**config.mk**
```make
export PLATFORM = sky130hd
export DESIGN_NAME = butterworth_lowpass_biquad_cascade_top
export DESIGN_NICKNAME = d
export VERILOG_FILES = /design/src/rtl/bwlp_pkg.sv /design/src/rtl/butterworth_lowpass_biquad_cascade_top.sv /design/src/rtl/bwlp_datapath.sv
export SDC_FILE = /design/constraint.sdc
export NUM_CORES = 2
export LEC_CHECK = 0
export ABC_AREA = 1
export BUFFER_PORTS_ARGS = -buffer_cell sky130_fd_sc_hd__buf_2
export CAP_MARGIN = 0
export CORE_MARGIN = 1
export CORE_UTILIZATION = 40
export DETAILED_ROUTE_END_ITERATION = 10
export GPL_TIMING_DRIVEN = 0
export REMOVE_ABC_BUFFERS = 1
export SKIP_CTS_REPAIR_TIMING = 1
export SLEW_MARGIN = 20
export SYNTH_ARGS = -nofsm -noshare
export SYNTH_HDL_FRONTEND = slang
export SYNTH_SLANG_ARGS = --single-unit
export TNS_END_PERCENT = 20
```
**constraint.sdc**
```tcl
create_clock -name clk -period 9.6 [get_ports clk]
set_input_delay 1.92 -clock clk [delete_from_list [all_inputs] [get_ports clk]]
set_output_delay 1.92 -clock clk [all_outputs]
set_load 0.02 [all_outputs]
```
**src/rtl/bwlp_pkg.sv**
```systemverilog
package bwlp_pkg;

	// default sample width and fixed-point formats
	localparam int SAMPLE_WIDTH_DEF = 24;
	localparam int DATA_W           = 32;
	localparam int COEF_W           = 32;
	localparam int COEF_FRAC        = 30;
	localparam int ACC_W            = 48;
	localparam int ACC_FRAC         = 16;
	localparam int PROD_W           = 64;
	localparam int SUM_W            = 52;

	// configuration port
	localparam int CFG_IDX_W  = 3;
	localparam int CFG_DATA_W = 32;

	localparam logic [CFG_IDX_W-1:0] REG_ENABLE = 3'd0;
	localparam logic [CFG_IDX_W-1:0] REG_S1_B0  = 3'd1;
	localparam logic [CFG_IDX_W-1:0] REG_S1_A1  = 3'd2;
	localparam logic [CFG_IDX_W-1:0] REG_S1_A2  = 3'd3;
	localparam logic [CFG_IDX_W-1:0] REG_S2_B0  = 3'd4;
	localparam logic [CFG_IDX_W-1:0] REG_S2_A1  = 3'd5;
	localparam logic [CFG_IDX_W-1:0] REG_S2_A2  = 3'd6;

	// datapath operations, issued one per cycle by the sequencer
	localparam int OP_W = 3;
	localparam logic [OP_W-1:0] OP_IDLE   = 3'd0;
	localparam logic [OP_W-1:0] OP_MUL_B0 = 3'd1;
	localparam logic [OP_W-1:0] OP_Y      = 3'd2;
	localparam logic [OP_W-1:0] OP_MUL_A1 = 3'd3;
	localparam logic [OP_W-1:0] OP_N1     = 3'd4;
	localparam logic [OP_W-1:0] OP_MUL_A2 = 3'd5;
	localparam logic [OP_W-1:0] OP_N2     = 3'd6;

	typedef struct packed {
		logic            load;
		logic [OP_W-1:0] op;
		logic            sec;
		logic [1:0]      clr;
	} ctrl_t;

endpackage

```
**src/rtl/butterworth_lowpass_biquad_cascade_top.sv**
```systemverilog
// filtered items pass through section one then section two; bypassed items skip both
// in_stall stays high until the result reaches the output register: one item at a time
// one 32x32 multiplier is shared by all six products; each section takes six steps
// a stalled output holds the finished item; the next result waits in ST_DONE for it
// reset (arst_n low, asynchronous) clears control, configuration registers and all four accumulators
module butterworth_lowpass_biquad_cascade_top #(
	parameter int SAMPLE_WIDTH = bwlp_pkg::SAMPLE_WIDTH_DEF
) (
	input  logic                                 clk,
	input  logic                                 arst_n,
	input  logic                                 cfg_we,
	input  logic [bwlp_pkg::CFG_IDX_W-1:0]       cfg_index,
	input  logic [bwlp_pkg::CFG_DATA_W-1:0]      cfg_data,
	input  logic                                 in_valid,
	output logic                                 in_stall,
	input  logic signed [SAMPLE_WIDTH-1:0]       sample_in,
	output logic                                 out_valid,
	input  logic                                 out_stall,
	output logic signed [SAMPLE_WIDTH-1:0]       sample_out
);
	import bwlp_pkg::*;

	localparam logic [1:0] ST_IDLE = 2'd0;
	localparam logic [1:0] ST_BUSY = 2'd1;
	localparam logic [1:0] ST_DONE = 2'd2;

	logic [1:0]      state_q;
	logic [OP_W-1:0] step_q;
	logic            sec_q;
	logic            pass_q;
	logic            out_valid_q;
	logic            en_q;
	logic signed [COEF_W-1:0] b0_q [2];
	logic signed [COEF_W-1:0] a1_q [2];
	logic signed [COEF_W-1:0] a2_q [2];
	logic signed [SAMPLE_WIDTH-1:0] pass_sample_q;
	logic signed [SAMPLE_WIDTH-1:0] sample_out_q;

	logic in_acc;
	logic out_free;
	ctrl_t ctrl;
	logic signed [COEF_W-1:0] coef;
	logic signed [SAMPLE_WIDTH-1:0] dp_y;

	assign in_stall  = (state_q != ST_IDLE);
	assign in_acc    = in_valid && !in_stall;
	assign out_free  = !out_valid_q || !out_stall;
	assign out_valid = out_valid_q;
	assign sample_out = sample_out_q;

	// configuration registers
	always_ff @(posedge clk or negedge arst_n) begin
		if (!arst_n) begin
			en_q  <= 1'b0;
			b0_q[0] <= '0;
			b0_q[1] <= '0;
			a1_q[0] <= '0;
			a1_q[1] <= '0;
			a2_q[0] <= '0;
			a2_q[1] <= '0;
		end else if (cfg_we) begin
			case (cfg_index)
				REG_ENABLE: en_q    <= cfg_data[0];
				REG_S1_B0:  b0_q[0] <= signed'(cfg_data);
				REG_S1_A1:  a1_q[0] <= signed'(cfg_data);
				REG_S1_A2:  a2_q[0] <= signed'(cfg_data);
				REG_S2_B0:  b0_q[1] <= signed'(cfg_data);
				REG_S2_A1:  a1_q[1] <= signed'(cfg_data);
				REG_S2_A2:  a2_q[1] <= signed'(cfg_data);
				default: ;
			endcase
		end
	end

	// datapath control
	always_comb begin
		ctrl.load = in_acc && en_q;
		ctrl.op   = (state_q == ST_BUSY) ? step_q : OP_IDLE;
		ctrl.sec  = sec_q;
		ctrl.clr[0] = cfg_we && (cfg_index inside {[REG_S1_B0:REG_S1_A2]});
		ctrl.clr[1] = cfg_we && (cfg_index inside {[REG_S2_B0:REG_S2_A2]});
	end

	// coefficient for the multiplier step
	always_comb begin
		case (step_q)
			OP_MUL_A1: coef = a1_q[sec_q];
			OP_MUL_A2: coef = a2_q[sec_q];
			default:   coef = b0_q[sec_q];
		endcase
	end

	bwlp_datapath #(
		.SAMPLE_WIDTH(SAMPLE_WIDTH)
	) u_datapath (
		.clk      (clk),
		.arst_n   (arst_n),
		.ctrl     (ctrl),
		.coef     (coef),
		.sample_in(sample_in),
		.y_sample (dp_y)
	);

	// sequencer
	always_ff @(posedge clk or negedge arst_n) begin
		if (!arst_n) begin
			state_q     <= ST_IDLE;
			step_q      <= OP_MUL_B0;
			sec_q       <= 1'b0;
			pass_q      <= 1'b0;
			out_valid_q <= 1'b0;
		end else begin
			if (out_valid_q && !out_stall && state_q != ST_DONE) begin
				out_valid_q <= 1'b0;
			end
			case (state_q)
				ST_IDLE: begin
					if (in_acc) begin
						pass_q  <= !en_q;
						step_q  <= OP_MUL_B0;
						sec_q   <= 1'b0;
						state_q <= en_q ? ST_BUSY : ST_DONE;
					end
				end
				ST_BUSY: begin
					case (step_q)
						OP_MUL_B0: step_q <= OP_Y;
						OP_Y:      step_q <= OP_MUL_A1;
						OP_MUL_A1: step_q <= OP_N1;
						OP_N1:     step_q <= OP_MUL_A2;
						OP_MUL_A2: step_q <= OP_N2;
						default: begin
							step_q <= OP_MUL_B0;
							sec_q  <= !sec_q;
							if (sec_q) begin
								state_q <= ST_DONE;
							end
						end
					endcase
				end
				ST_DONE: begin
					if (out_free) begin
						out_valid_q <= 1'b1;
						state_q     <= ST_IDLE;
					end
				end
				default: state_q <= ST_IDLE;
			endcase
		end
	end

	// bypass sample and output register
	always_ff @(posedge clk) begin
		if (in_acc) begin
			pass_sample_q <= sample_in;
		end
		if (state_q == ST_DONE && out_free) begin
			sample_out_q <= pass_q ? pass_sample_q : dp_y;
		end
	end

`ifndef NO_ASSERTIONS
	a_start_filter: assert property (@(posedge clk) disable iff (!arst_n)
		(in_acc && en_q) |=> (state_q == ST_BUSY && step_q == OP_MUL_B0 && !sec_q))
		else $error("filtered item did not start at the first step of section one");

	a_sec_idle: assert property (@(posedge clk) disable iff (!arst_n)
		(state_q != ST_BUSY) |-> !sec_q)
		else $error("section select left set outside the busy state");

	a_out_from_done: assert property (@(posedge clk) disable iff (!arst_n)
		$rose(out_valid) |-> $past(state_q == ST_DONE))
		else $error("result presented without finishing an item");
`endif

endmodule

```
**src/rtl/bwlp_datapath.sv**
```systemverilog
module bwlp_datapath #(
	parameter int SAMPLE_WIDTH = bwlp_pkg::SAMPLE_WIDTH_DEF
) (
	input  logic                                  clk,
	input  logic                                  arst_n,
	input  bwlp_pkg::ctrl_t                       ctrl,
	input  logic signed [bwlp_pkg::COEF_W-1:0]    coef,
	input  logic signed [SAMPLE_WIDTH-1:0]        sample_in,
	output logic signed [SAMPLE_WIDTH-1:0]        y_sample
);
	import bwlp_pkg::*;

	localparam int DATA_FRAC  = DATA_W - SAMPLE_WIDTH;
	localparam int PROD_SHIFT = COEF_FRAC + DATA_FRAC - ACC_FRAC;
	localparam int Y_SHIFT    = ACC_FRAC - DATA_FRAC;

	logic signed [DATA_W-1:0] u_q;
	logic signed [DATA_W-1:0] y_q;
	logic signed [PROD_W-1:0] p_q;
	logic signed [SUM_W-1:0]  pb1_q;
	logic signed [SUM_W-1:0]  pb2_q;
	logic signed [ACC_W-1:0]  acc1_q [2];
	logic signed [ACC_W-1:0]  acc2_q [2];

	logic signed [DATA_W-1:0] mul_b;
	logic signed [PROD_W-1:0] prod;
	logic signed [SUM_W-1:0]  p_sh;
	logic signed [SUM_W-1:0]  yacc;
	logic signed [SUM_W-1:0]  y_wide;
	logic signed [SUM_W-1:0]  n1;
	logic signed [SUM_W-1:0]  n2;

	function automatic logic signed [ACC_W-1:0] sat_acc(input logic signed [SUM_W-1:0] x);
		logic [SUM_W-ACC_W:0] top;
		top = x[SUM_W-1:ACC_W-1];
		if (&top || ~|top)
			return x[ACC_W-1:0];
		return x[SUM_W-1] ? {1'b1, {(ACC_W-1){1'b0}}} : {1'b0, {(ACC_W-1){1'b1}}};
	endfunction

	function automatic logic signed [DATA_W-1:0] sat_data(input logic signed [SUM_W-1:0] x);
		logic [SUM_W-DATA_W:0] top;
		top = x[SUM_W-1:DATA_W-1];
		if (&top || ~|top)
			return x[DATA_W-1:0];
		return x[SUM_W-1] ? {1'b1, {(DATA_W-1){1'b0}}} : {1'b0, {(DATA_W-1){1'b1}}};
	endfunction

	// shared multiplier, operand is the section input or the section output
	assign mul_b = (ctrl.op == OP_MUL_B0) ? u_q : y_q;
	assign prod  = coef * mul_b;

	// product scaled down to accumulator fraction bits
	assign p_sh   = SUM_W'(p_q >>> PROD_SHIFT);
	assign yacc   = p_sh + SUM_W'(acc1_q[ctrl.sec]);
	assign y_wide = yacc >>> Y_SHIFT;
	assign n1     = pb2_q - p_sh + SUM_W'(acc2_q[ctrl.sec]);
	assign n2     = pb1_q - p_sh;

	// operand and product registers
	always_ff @(posedge clk) begin
		if (ctrl.load) begin
			u_q <= DATA_W'(sample_in) <<< DATA_FRAC;
		end else if (ctrl.op == OP_N2 && !ctrl.sec) begin
			u_q <= y_q;
		end
		if (ctrl.op == OP_MUL_B0 || ctrl.op == OP_MUL_A1 || ctrl.op == OP_MUL_A2) begin
			p_q <= prod;
		end
		if (ctrl.op == OP_Y) begin
			pb1_q <= p_sh;
			pb2_q <= SUM_W'(p_q >>> (PROD_SHIFT - 1));
			y_q   <= sat_data(y_wide);
		end
	end

	// section accumulators, cleared by reset or a coefficient write
	always_ff @(posedge clk or negedge arst_n) begin
		if (!arst_n) begin
			acc1_q[0] <= '0;
			acc1_q[1] <= '0;
			acc2_q[0] <= '0;
			acc2_q[1] <= '0;
		end else begin
			for (int s = 0; s < 2; s++) begin
				if (ctrl.clr[s]) begin
					acc1_q[s] <= '0;
					acc2_q[s] <= '0;
				end
			end
			if (ctrl.op == OP_N1) begin
				acc1_q[ctrl.sec] <= sat_acc(n1);
			end
			if (ctrl.op == OP_N2) begin
				acc2_q[ctrl.sec] <= sat_acc(n2);
			end
		end
	end

	// section output floored to whole sample
	assign y_sample = y_q[DATA_W-1 -: SAMPLE_WIDTH];

endmodule

```
== After elaboration in Yosys (flattened, before gate mapping) ==
Index checks and enable logic that the tools add are counted.

* Bits in registers: 654
* Bits of input ports: 64
* Output and inout bits: 26
* Logic and storage cells: 171

* $add $sub $neg: 4
* $mul: 1
* Order comparisons: 6
* Equality and inequality tests: 24
* Mux-type cells: 63
* Bitwise gates (word level): 1
* Reductions and logical operators: 48

{| class="wikitable"
|+ Operators with widths
! operator !! number
|-
| $mux W48 || 19
|-
| $mux W32 || 15
|-
| $bwmux W96 || 2
|-
| $mux W96 || 2
|-
| $mul A32 B32 Y64 || 1
|-
| $pmux W32 S2 || 1
|-
| $add A42 B48 Y49 || 1
|-
| $add A44 B48 Y49 || 1
|-
| $demux W48 S1 || 1
|-
| $sub A43 B42 Y44 || 1
|-
| $sub A42 B42 Y43 || 1
|-
| $eq A3 B3 Y1 const B || 8
|-
| $mux W24 || 1
|-
| $eq A3 B2 Y1 const B || 6
|-
| $reduce_and A2 Y1 || 9
|-
| $pmux W3 S5 || 1
|-
| $reduce_or A5 Y1 || 3
|-
| $reduce_and A13 Y1 || 1
|-
| $reduce_or A13 Y1 || 1
|-
| $logic_and A1 B1 Y1 || 11
|-
| $mux W1 || 11
|-
| $mux W2 || 5
|-
| $ne A2 B2 Y1 const B || 5
|-
| $reduce_and A5 Y1 || 2
|-
| 21 further kinds || 38
|}

== Longest topological paths before layout ==
* Word-level depth: 14
* Depth in mapped cells: 41
* Depth with buffers taken out: 37

== Hierarchy ==
From an unflattened synthesis, not the netlist that was laid out.

* Cell total of the unflattened synthesis: 9135
* Area, all modules: 73212.7 um^2

{| class="wikitable"
|+ Modules (own cells, without submodules)
! module !! times used !! cells an instance !! area an instance (um^2) !! sequential area each (um^2)
|-
| bwlp_datapath || 1 || 7824 || 61587.8 || 9228.9
|-
| butterworth_lowpass_biquad_cascade_top || 1 || 1311 || 11624.9 || 6472.5
|}

== Least setup slack after synthesis ==
No wires, ideal clock.

* Path kind: reg2reg
* Start point: register step_q[2]
* End point: register u_datapath.p_q[61], data pin
* Setup time: 252 ps
* Data arrival time: 8454 ps
* Data required time: 9348 ps
* Path slack: 894 ps
* Stages on the path, launching flop included: 33
* Path buffers: 3
* Clock period less this slack: 8706 ps
* Cells stage by stage: dfrtp_1 > inv_2 > nand3_1 > nand2_1 > buf_2 > buf_2 > o211ai_1 > inv_1 > buf_2 > nor2_1 > inv_1 > fa_1 > fa_1 > inv_1 > fa_1 > inv_1 > fa_1 > inv_1 > fa_1 > fa_1 > inv_1 > fa_1 > inv_1 > fa_1 > ha_1 > a21oi_1 > o21ai_0 > a21oi_1 > nor2_1 > a2111oi_0 > nand2_1 > nand2_1 > nand2_1

* Longest elaborated chain between the ends: 4
* Elaborated cells on any way between the ends: 7
* Classes of those cells: 1 x mul; 3 x eq/ne; 3 x mux

{| class="wikitable"
|+ RTL lines
! element !! line !! source
|-
| start, declared || butterworth_lowpass_biquad_cascade_top.sv:28 || <nowiki>logic [OP_W-1:0] step_q;</nowiki>
|-
| start signal, assigned || butterworth_lowpass_biquad_cascade_top.sv:108 || <nowiki>step_q <= OP_MUL_B0;</nowiki>
|-
| start signal, assigned || butterworth_lowpass_biquad_cascade_top.sv:120 || <nowiki>step_q <= OP_MUL_B0;</nowiki>
|-
| start signal, assigned || butterworth_lowpass_biquad_cascade_top.sv:127 || <nowiki>OP_MUL_B0: step_q <= OP_Y;</nowiki>
|-
| $mux W3 || butterworth_lowpass_biquad_cascade_top.sv:78 || <nowiki>ctrl.op = (state_q == ST_BUSY) ? step_q : OP_IDLE;</nowiki>
|-
| $eq A3 B1 Y1 || bwlp_datapath.sv:50 || <nowiki>assign mul_b = (ctrl.op == OP_MUL_B0) ? u_q : y_q;</nowiki>
|-
| $mux W32 || bwlp_datapath.sv:50 ||
|-
| $mul A32 B32 Y64 (*) || bwlp_datapath.sv:51 || <nowiki>assign prod = coef * mul_b;</nowiki>
|-
| net u_datapath.prod[61] || bwlp_datapath.sv:26 || <nowiki>logic signed [PROD_W-1:0] prod;</nowiki>
|-
| end signal, assigned || bwlp_datapath.sv:68 || <nowiki>p_q <= prod;</nowiki>
|-
| end, declared || bwlp_datapath.sv:19 || <nowiki>logic signed [PROD_W-1:0] p_q;</nowiki>
|}

Mark *: on every way through the listed nets, which the timed path passes. The rest lies on a longest branch.
A chain may end at the register's enable or synchronous reset.

== Final worst setup path ==
* Start point: register step_q[2]
* End point: register u_datapath.p_q[63], data pin

Same word-level chain as after synthesis.

==> results.json <==
{
  "clkTransAtPathRegs_ns": 0.05,
  "syn_area_sq_mm": 0.07231,
  "final.setup_skew_ns": 0.03806,
  "via_count": 60720,
  "grt_pass1_vias": 62910,
  "final_antenna_net_count": 0,
  "fillers": 17790,
  "worstSkewPairLatency_ns": 0.72,
  "area_growth_pct": 12.03,
  "finalSetupViolCount": 0,
  "yosys-top-cells-count": "2402 x nand2_1, 1708 x inv_1, 1130 x fa_1",
  "dieArea_sq_mm": 0.1825,
  "yosysMostFrequentCell": "nand2_1",
  "ys_warn_count": 0,
  "timing.rr.end": "u_datapath.p_q[63]$_DFFE_PP_",
  "top_layer_used": "met4",
  "gp_congestion": 1.014,
  "crit_start": "step_q[2]$_DFFE_PN0P_",
  "cts.sinks": 591,
  "place_ws_ns": -2.123,
  "wl_met3_microns": 17970,
  "synth-main-ff-cell": "dfrtp_1",
  "synth_area_leaders": "fa_1 31%, dfrtp_1 14%, nand2_1 12%, inv_1 8.9%, edfxtp_1 7.9%",
  "status": "finished clean",
  "cp.arrival_ns": 9.82,
  "maxCapViolations": 0,
  "post-route-period-util_pct": 97.45,
  "hpwlAfterDp_microns": 201700,
  "critPathMaxFanout": 22,
  "fin_ws_ns": 0.2448,
  "synth_seq_cells": 591,
  "antenna_found_initial": 0,
  "ff2ff_path_depth": 31,
  "drive_gt1_share_pct": 7.938,
  "drt_first_iter_violations": 4786,
  "critical_path_class": "reg -> reg",
  "ys_seq_area_share_pct": 21.72,
  "grt_pass1_wl_microns": 385800,
  "initial_utilization_pct": 40.39,
  "wl_per_cell_microns": 22.44,
  "core_area_sq_mm": 0.1790,
  "fmax_ghz": 0.1069,
  "met1_length_microns": 102400,
  "cp_data_required_time_ns": 10.06,
  "synth_edf_count": 190,
  "rrSetupSlack_ns": 0.24,
  "hold_viol_final": 0,
  "fp.dieW_microns": 427.2,
  "worst_path_most_repeated_cell": "fa_1",
  "cp-end-kind": "register",
  "synth_top_area_share_pct": 31.29,
  "dieHeight_microns": 427.2,
  "worst_slew_pin_slew_ns": 1.173,
  "fin_nets": 10600,
  "tritoncts": "done",
  "ioPinCount": 90,
  "drv_slew": 0,
  "synth_top_cell_by_area": "fa_1",
  "grt_max_degree": 99,
  "critPathLaunchType": "register",
  "numCtsBuffers": 75,
  "via_per_inst": 5.279,
  "slowest_stage": "o211ai_4",
  "rows": 155,
  "timing.rr.start": "step_q[2]$_DFFE_PN0P_",
  "firstDrtPassIters": 6,
  "overflow": 0,
  "clock_path_buffers": 3,
  "cts.root.buffer_cell": "clkbuf_16",
  "wirelength_microns": 258100,
  "track_usage_pct": 28.33,
  "yosysUniqueCellTypes": 58,
  "drc_errors": 0,
  "period_minus_slack_ns": 9.355,
  "endpoint": "u_datapath.p_q[63]$_DFFE_PP_",
  "timing.hold.ws_ns": 0.4342,
  "ys_async_sr_fraction_pct": 66.50,
  "slowest_delay_ns": 0.86,
  "met2_length_microns": 119900,
  "netlist_instances": 9016,
  "syn_area_per_cell_sq_um": 8.020,
  "io_buffers": 89,
  "worstHoldPathType": "reg -> reg",
  "slew_headroom_pct": 21.78,
  "htree_levels": 3
}
[flip-flops by register name (all words and copies together) (netlist names)]
register / flops
b0_q: 64
en_q: 1
pass_sample_q: 24
a2_q: 64
u_datapath.u_q: 32
step_q: 3
u_datapath.y_q: 32
a1_q: 64
u_datapath.pb2_q: 43
u_datapath.p_q: 43
sec_q: 1
u_datapath.acc2_q: 96
u_datapath.acc1_q: 96
sample_out: 24
state_q: 2
pass_q: 1
out_valid: 1
[worst min path at each step]
stage                                 start                             to  depth (start not counted)
4_1_cts        u_datapath.p_q[21]$_DFFE_PP_  u_datapath.pb2_q[0]$_DFFE_PN_                          0
3_3_place_gp   u_datapath.p_q[21]$_DFFE_PP_  u_datapath.pb2_q[0]$_DFFE_PN_                          0
3_5_place_dp   u_datapath.p_q[21]$_DFFE_PP_  u_datapath.pb2_q[0]$_DFFE_PN_                          0
6_report       u_datapath.p_q[21]$_DFFE_PP_  u_datapath.pb2_q[0]$_DFFE_PN_                          0
5_1_grt        u_datapath.p_q[21]$_DFFE_PP_  u_datapath.pb2_q[0]$_DFFE_PN_                          0
2_1_floorplan  u_datapath.p_q[21]$_DFFE_PP_  u_datapath.pb2_q[0]$_DFFE_PN_                          0
[metrics by stage]
stage | utilization, % | instances | instance area (sq um) | setup TNS [ns]
after floorplan | - | 8699 | 70960 | -271.25
after global routing | 45.25 | 11500 | 81000 | -0.02415
after global placement | 41.53 | 11140 | 74350 | -3631.73
after CTS | 44.34 | 11380 | 79370 | -49.46
final | 45.25 | 11500 | 81010 | 0
after detailed placement | 42.95 | 11240 | 76870 | -48.00
[cell families after synthesis]
| logic type | Yosys count | synth area share, % |
|---|---|---|
| compound gates | 903 | 6.989 |
| xor+xnor | 130 | 1.575 |
| fa+ha+maj | 1449 | 36.81 |
| buf+inv | 2068 | 10.96 |
| flops | 591 | 21.72 |
| mux | 65 | 0.8998 |
| simple gates | 3810 | 21.06 |
[cell type report]
cell class / count / area (sq um) / share of cell area, %
flip-flops and latches: 591 / 15710 / 19.39
repair buffers: 302 / 3495 / 4.314
repair inverters: 5 / 42.54 / 0.05252
diodes: 1 / 2.502 / 0.003089
inverters: 1751 / 6774 / 8.362
clock inverters: 40 / 414.1 / 0.5113
clock buffers: 100 / 2081 / 2.569
well taps: 2355 / 2947 / 3.638
multi-input cells: 6357 / 49540 / 61.16
[critical path: cells and delay by family, from the launching register on]
family	cells	cell delay (ns)
adder cells (fa/ha/maj)	9	4.42
AO/OA/AOI/OAI	6	2.02
AND/OR/NAND/NOR	10	1.15
buffers and inverters	6	0.94
flip-flops	1	0.47
[layout by cell type, fill, tap and decap left out, types with 14 or more instances in the layout]
cell type	netlist	final
a21oi_1	270	257
a31oi_1	16	16
buf_12	0	33
buf_16	0	46
buf_2	71	88
buf_4	1	119
clkbuf_1	222	14
clkbuf_16	0	77
clkinv_2	0	16
clkinvlp_4	0	46
dfrtp_1	392	388
edfxtp_1	190	190
fa_1	1130	1117
ha_1	319	315
inv_1	1708	1671
inv_2	30	30
mux2i_1	65	65
nand2_1	2402	2386
nand2_2	20	28
nand3_1	371	370
nand4_1	37	37
nor2_1	870	849
nor2_2	22	30
nor2_4	4	17
nor3_1	27	24
nor4_1	17	16
o211ai_4	0	24
o21ai_0	458	439
o21ai_4	0	24
o21bai_1	30	30
o31ai_1	17	16
xnor2_1	38	37
xor2_1	92	92
[metal layers]
metal | vias up | global-route usage (%)
met5 | - | 0
met4 | 0 | 16.29
met3 | 620 | 4.453
met2 | 2377 | 46.64
met1 | 30260 | 35.31
li1 | 27470 | -
Power is not shown: default switching activity piles up to over one toggle a cycle in this logic, so the estimate is an artifact.
